**src/sv/fra_pkg.sv**
```systemverilog
// Shared types, codes and a helper function of the flow record aggregator.
package fra_pkg;

  typedef struct packed {
    logic        op;
    logic [63:0] src_addr_high;
    logic [63:0] src_addr_low;
    logic [63:0] dst_addr_high;
    logic [63:0] dst_addr_low;
    logic [15:0] src_port_in;
    logic [15:0] dst_port_in;
    logic [63:0] packet_count;
    logic [63:0] byte_count;
  } in_item_t;

  typedef struct packed {
    logic        entry_valid;
    logic [63:0] key_high;
    logic [63:0] key_low;
    logic [63:0] packet_total;
    logic [63:0] byte_total;
    logic        overflow;
    logic        last;
  } out_item_t;

  typedef struct packed {
    logic [63:0] key_high;
    logic [63:0] key_low;
    logic [63:0] packet_sum;
    logic [63:0] byte_sum;
  } entry_t;

  typedef enum logic [1:0] {
    ST_IDLE,
    ST_SEARCH,
    ST_SCAN,
    ST_EMIT
  } state_t;

  localparam logic OP_ACCUM = 1'b0;
  localparam logic OP_DUMP  = 1'b1;

  localparam logic [2:0] KS_SRC_ADDR = 3'd0;
  localparam logic [2:0] KS_SRC_V4   = 3'd1;
  localparam logic [2:0] KS_SRC_V6   = 3'd2;
  localparam logic [2:0] KS_DST_ADDR = 3'd3;
  localparam logic [2:0] KS_DST_V4   = 3'd4;
  localparam logic [2:0] KS_DST_V6   = 3'd5;
  localparam logic [2:0] KS_SRC_PORT = 3'd6;
  localparam logic [2:0] KS_DST_PORT = 3'd7;

  localparam logic [1:0] CFG_KEY_SELECT = 2'd0;
  localparam logic [1:0] CFG_PREFIX_LEN = 2'd1;
  localparam logic [1:0] CFG_SORT_BY    = 2'd2;

  localparam logic [7:0] IPV4_BITS = 8'd32;
  localparam logic [7:0] HALF_BITS = 8'd64;
  localparam logic [7:0] ADDR_BITS = 8'd128;

  // Mask that keeps the n leading bits of a 64-bit word.
  function automatic logic [63:0] lead_mask64(input logic [7:0] n);
    logic [63:0] m;
    m = '1;
    if (n == 8'd0) begin
      m = '0;
    end else if (n < HALF_BITS) begin
      m = m << (HALF_BITS - n);
    end
    return m;
  endfunction

endpackage

```
**src/sv/fra_key.sv**
```systemverilog
// Forms the 128-bit aggregation key of a flow record.
module fra_key (
  input  fra_pkg::in_item_t item,
  input  logic [2:0]        key_select,
  input  logic [7:0]        prefix_len,
  output logic [63:0]       key_high,
  output logic [63:0]       key_low
);

  logic [7:0]  p4;
  logic [7:0]  p6;
  logic [7:0]  p6_high;
  logic [7:0]  p6_low;
  logic [63:0] m4;
  logic [63:0] mh;
  logic [63:0] ml;
  logic        use_dst;
  logic [63:0] ah;
  logic [63:0] al;

  always_comb begin
    p4      = (prefix_len > fra_pkg::IPV4_BITS) ? fra_pkg::IPV4_BITS : prefix_len;
    p6      = (prefix_len > fra_pkg::ADDR_BITS) ? fra_pkg::ADDR_BITS : prefix_len;
    p6_high = (p6 > fra_pkg::HALF_BITS) ? fra_pkg::HALF_BITS : p6;
    p6_low  = (p6 > fra_pkg::HALF_BITS) ? (p6 - fra_pkg::HALF_BITS) : 8'd0;
    m4      = fra_pkg::lead_mask64(p4);
    mh      = fra_pkg::lead_mask64(p6_high);
    ml      = fra_pkg::lead_mask64(p6_low);
    use_dst = (key_select inside {fra_pkg::KS_DST_ADDR, fra_pkg::KS_DST_V4,
                                  fra_pkg::KS_DST_V6});
    ah      = use_dst ? item.dst_addr_high : item.src_addr_high;
    al      = use_dst ? item.dst_addr_low : item.src_addr_low;
    case (key_select)
      fra_pkg::KS_SRC_V4, fra_pkg::KS_DST_V4: begin
        key_high = '0;
        key_low  = {32'd0, al[31:0] & m4[63:32]};
      end
      fra_pkg::KS_SRC_V6, fra_pkg::KS_DST_V6: begin
        key_high = ah & mh;
        key_low  = al & ml;
      end
      fra_pkg::KS_SRC_PORT: begin
        key_high = '0;
        key_low  = {48'd0, item.src_port_in};
      end
      fra_pkg::KS_DST_PORT: begin
        key_high = '0;
        key_low  = {48'd0, item.dst_port_in};
      end
      default: begin
        key_high = ah;
        key_low  = al;
      end
    endcase
  end

endmodule

```
**config.mk**
```make
export PLATFORM = sky130hd
export DESIGN_NAME = fra_key
export DESIGN_NICKNAME = d
export VERILOG_FILES = /design/src/sv/fra_pkg.sv /design/src/sv/fra_key.sv
export SDC_FILE = /design/constraint.sdc
export NUM_CORES = 1
export LEC_CHECK = 0
export CAP_MARGIN = 20
export CORE_AREA = 2 2 216 218
export DETAILED_ROUTE_END_ITERATION = 16
export DIE_AREA = 0 0 218 220
export DONT_BUFFER_PORTS = 1
export PLACE_DENSITY = 0.3
export RECOVER_POWER = 25
export SLEW_MARGIN = 20
export SYNTH_ARGS = -nofsm -noshare
export SYNTH_HDL_FRONTEND = slang
export SYNTH_SLANG_ARGS = --single-unit
```
**constraint.sdc**
```tcl
create_clock -name vclk -period 3.45
set_input_delay 0.1725 -clock vclk [all_inputs]
set_output_delay 0.1725 -clock vclk [all_outputs]
set_load 0.02 [all_outputs]
```
==> impl_metrics.json <==
{
  "status": "completed",
  "met1_length_um": 13200,
  "hold_depth": 2,
  "hold_class": "primary input to output port",
  "hp-start": "item[407]",
  "rows": 79,
  "chipWidth_um": 218,
  "synth_seq_area_share_pct": 0,
  "design.seq.count": 0,
  "synth.cell_area_um2": 4390,
  "period_needed_ps": 3200,
  "pin_count": 556,
  "critPathMaxStageDelay_ps": 530,
  "grt_usage_pct": 12.6,
  "die_h_um": 220,
  "grt_pass1_vias": 6061,
  "crit_arrival_ps": 3030,
  "ys_types": 66,
  "crit_fanout": 16,
  "end_kind": "output port",
  "wl_per_cell_um": 22.6,
  "setup_tns_ps": 0,
  "start_util_pct": 9.56,
  "crit_buf_inv": 3,
  "wl_met2_um": 17500,
  "worst_slew_pin_slew_ps": 1240,
  "cellPowerDensity_nw_per_um2": 208,
  "drive_above_1_share_pct": 18.3,
  "maxSlewViolCount": 0,
  "slowest_stage": "a311oi_1",
  "cp.required_ps": 3280,
  "grt_pass1_wl_um": 44100,
  "cts_setup_buffers": 0,
  "cp_common_cell": "nor3b_1",
  "num_vias": 6353,
  "gr-total-overflow": 0,
  "fmax_mhz": 312,
  "portBuffers": 0,
  "drc_errors": 0,
  "hold_violations": 0,
  "crit_chain": "nor2b_1 > nor3b_1 > buf_4 > inv_1 > ha_1 > nor3b_1 > a311oi_1 > and2_1 > a21oi_2 > or4_1 > o221ai_1 > buf_12",
  "holdPathEnd": "key_high[55]",
  "final_cell_mix": "nand2_1 (132), nor2_1 (131), buf_4 (120)",
  "power.leakage_nw": 2.26,
  "dp_hpwl_um": 27800,
  "cts_hold_buf": 0,
  "layout_commonest_cell": "nand2_1",
  "finalSetupViolations": 0,
  "cap_violations": 0,
  "regArea_um2": 0,
  "top_layer": "met5",
  "met3_length_um": 1960,
  "ant_nets": 0,
  "synth.net_count": 1199,
  "fin_crit_sh_pct": 92.8,
  "critical_path_class": "primary input to output port",
  "cpLargestDelayFamily": "simple AND/OR/NAND/NOR gates",
  "totalWireLength_um": 33000,
  "syn2layout_area_growth_pct": 36.6,
  "ys_warn_count": 0,
  "startpoint_type": "primary input",
  "via_per_inst": 4.35,
  "syn_avg_cell_area_um2": 5.71,
  "grt_max_degree": 90,
  "slew-limit-headroom_pct": 17.6,
  "n_clock_buffer": 0,
  "num-nets-final": 1284,
  "fillCellCount": 5468,
  "antenna_found_initial": 2,
  "rsz0062_at_grt": "false",
  "synthCells": 768,
  "dr.pass1.iters": 5,
  "core_area_um2": 45900,
  "cts_resized": 0,
  "die-area_um2": 48000,
  "peakVddDrop_v": 0.0000876,
  "gp_congestion": 0.795,
  "power_mw": 1.25,
  "dr.first_iter.drc_count": 380
}
## power breakdown
part | internal (mW) | leakage, nW | switching, mW | total, mW
Sequential | 0 | 0 | 0 | 0
Clock | 0.0000000388 | 0.00000634 | 0 | 0.0000000388
Combinational | 0.437 | 2.26 | 0.812 | 1.25
Total | 0.437 | 2.26 | 0.812 | 1.25
## routing by layer
layer,vias up,global-route usage (%)
li1,3014,-
met1,3012,15.1
met2,313,24.6
met3,12,1.41
met4,2,0.884
met5,-,0
## how the worst max path moves through the flow
stage                        startpoint  depth (start not counted)  slack (ps)           end
after global placement    prefix_len[0]                         12         360    key_low[2]
after floorplan           prefix_len[7]                         13         150   key_high[7]
after global routing      prefix_len[6]                         10          90  key_high[10]
after CTS                 prefix_len[0]                         12         310    key_low[2]
final                     prefix_len[0]                         12         250    key_low[2]
after detailed placement  prefix_len[0]                         12         320    key_low[2]
## final cells by class
class,instances,area [um2],share of cell area [%]
Multi-Input combinational cell,691,4090,68.2
Antenna cell,1,2.50,0.0418
Tap cell,607,759,12.7
Inverter,6,22.5,0.376
Timing Repair Buffer,154,1120,18.7
## logic make-up after synthesis
logic type | after synthesis | synth area share, %
buf+inv | 77 | 7.50
mux | 62 | 14.1
simple gates | 387 | 40.3
xor+xnor | 11 | 2.20
fa+ha+maj | 3 | 0.856
compound gates | 228 | 35.0
## cells in the mapped netlist (3+ instances only)
cell	instances	area [um2]
nand2b_1	6	37.5
a31oi_1	11	68.8
nor3b_1	5	37.5
a22oi_1	5	37.5
buf_2	13	65.1
nor2b_1	6	37.5
nor3_1	17	85.1
a21o_1	7	52.6
and3_1	5	31.3
o21a_1	3	22.5
nand3_1	11	55.1
o22a_1	4	35.0
o221ai_1	5	43.8
a211oi_1	4	30.0
xor2_1	5	43.8
xnor2_1	6	52.6
a221oi_1	33	289
nor4_1	39	244
ha_1	3	37.5
o31ai_1	5	37.5
inv_1	6	22.5
a21oi_2	4	35.0
or3_1	5	31.3
o21ai_0	30	150
a311oi_1	7	61.3
nand2_1	132	495
nor2_1	133	499
or2_2	6	37.5
mux2i_1	62	621
a21oi_1	77	385
buf_1	7	26.3
o22ai_1	12	75.1
clkbuf_1	46	173
and2_1	6	37.5
or4_1	3	22.5
## per-stage QoR
stage	std cells	hold slack (ps)	cell area (um2)	util (%)	worst slack [ps]
after detailed placement	1457	527	6070	13.2	317
after CTS	1457	527	6070	13.2	309
final	1459	526	5990	13.1	249
after global placement	1457	528	6070	13.2	363
after global routing	1459	554	5990	13.1	90.5
after floorplan	768	507	4390	-	149
No activity file was read; power rests on OpenSTA's default activity.
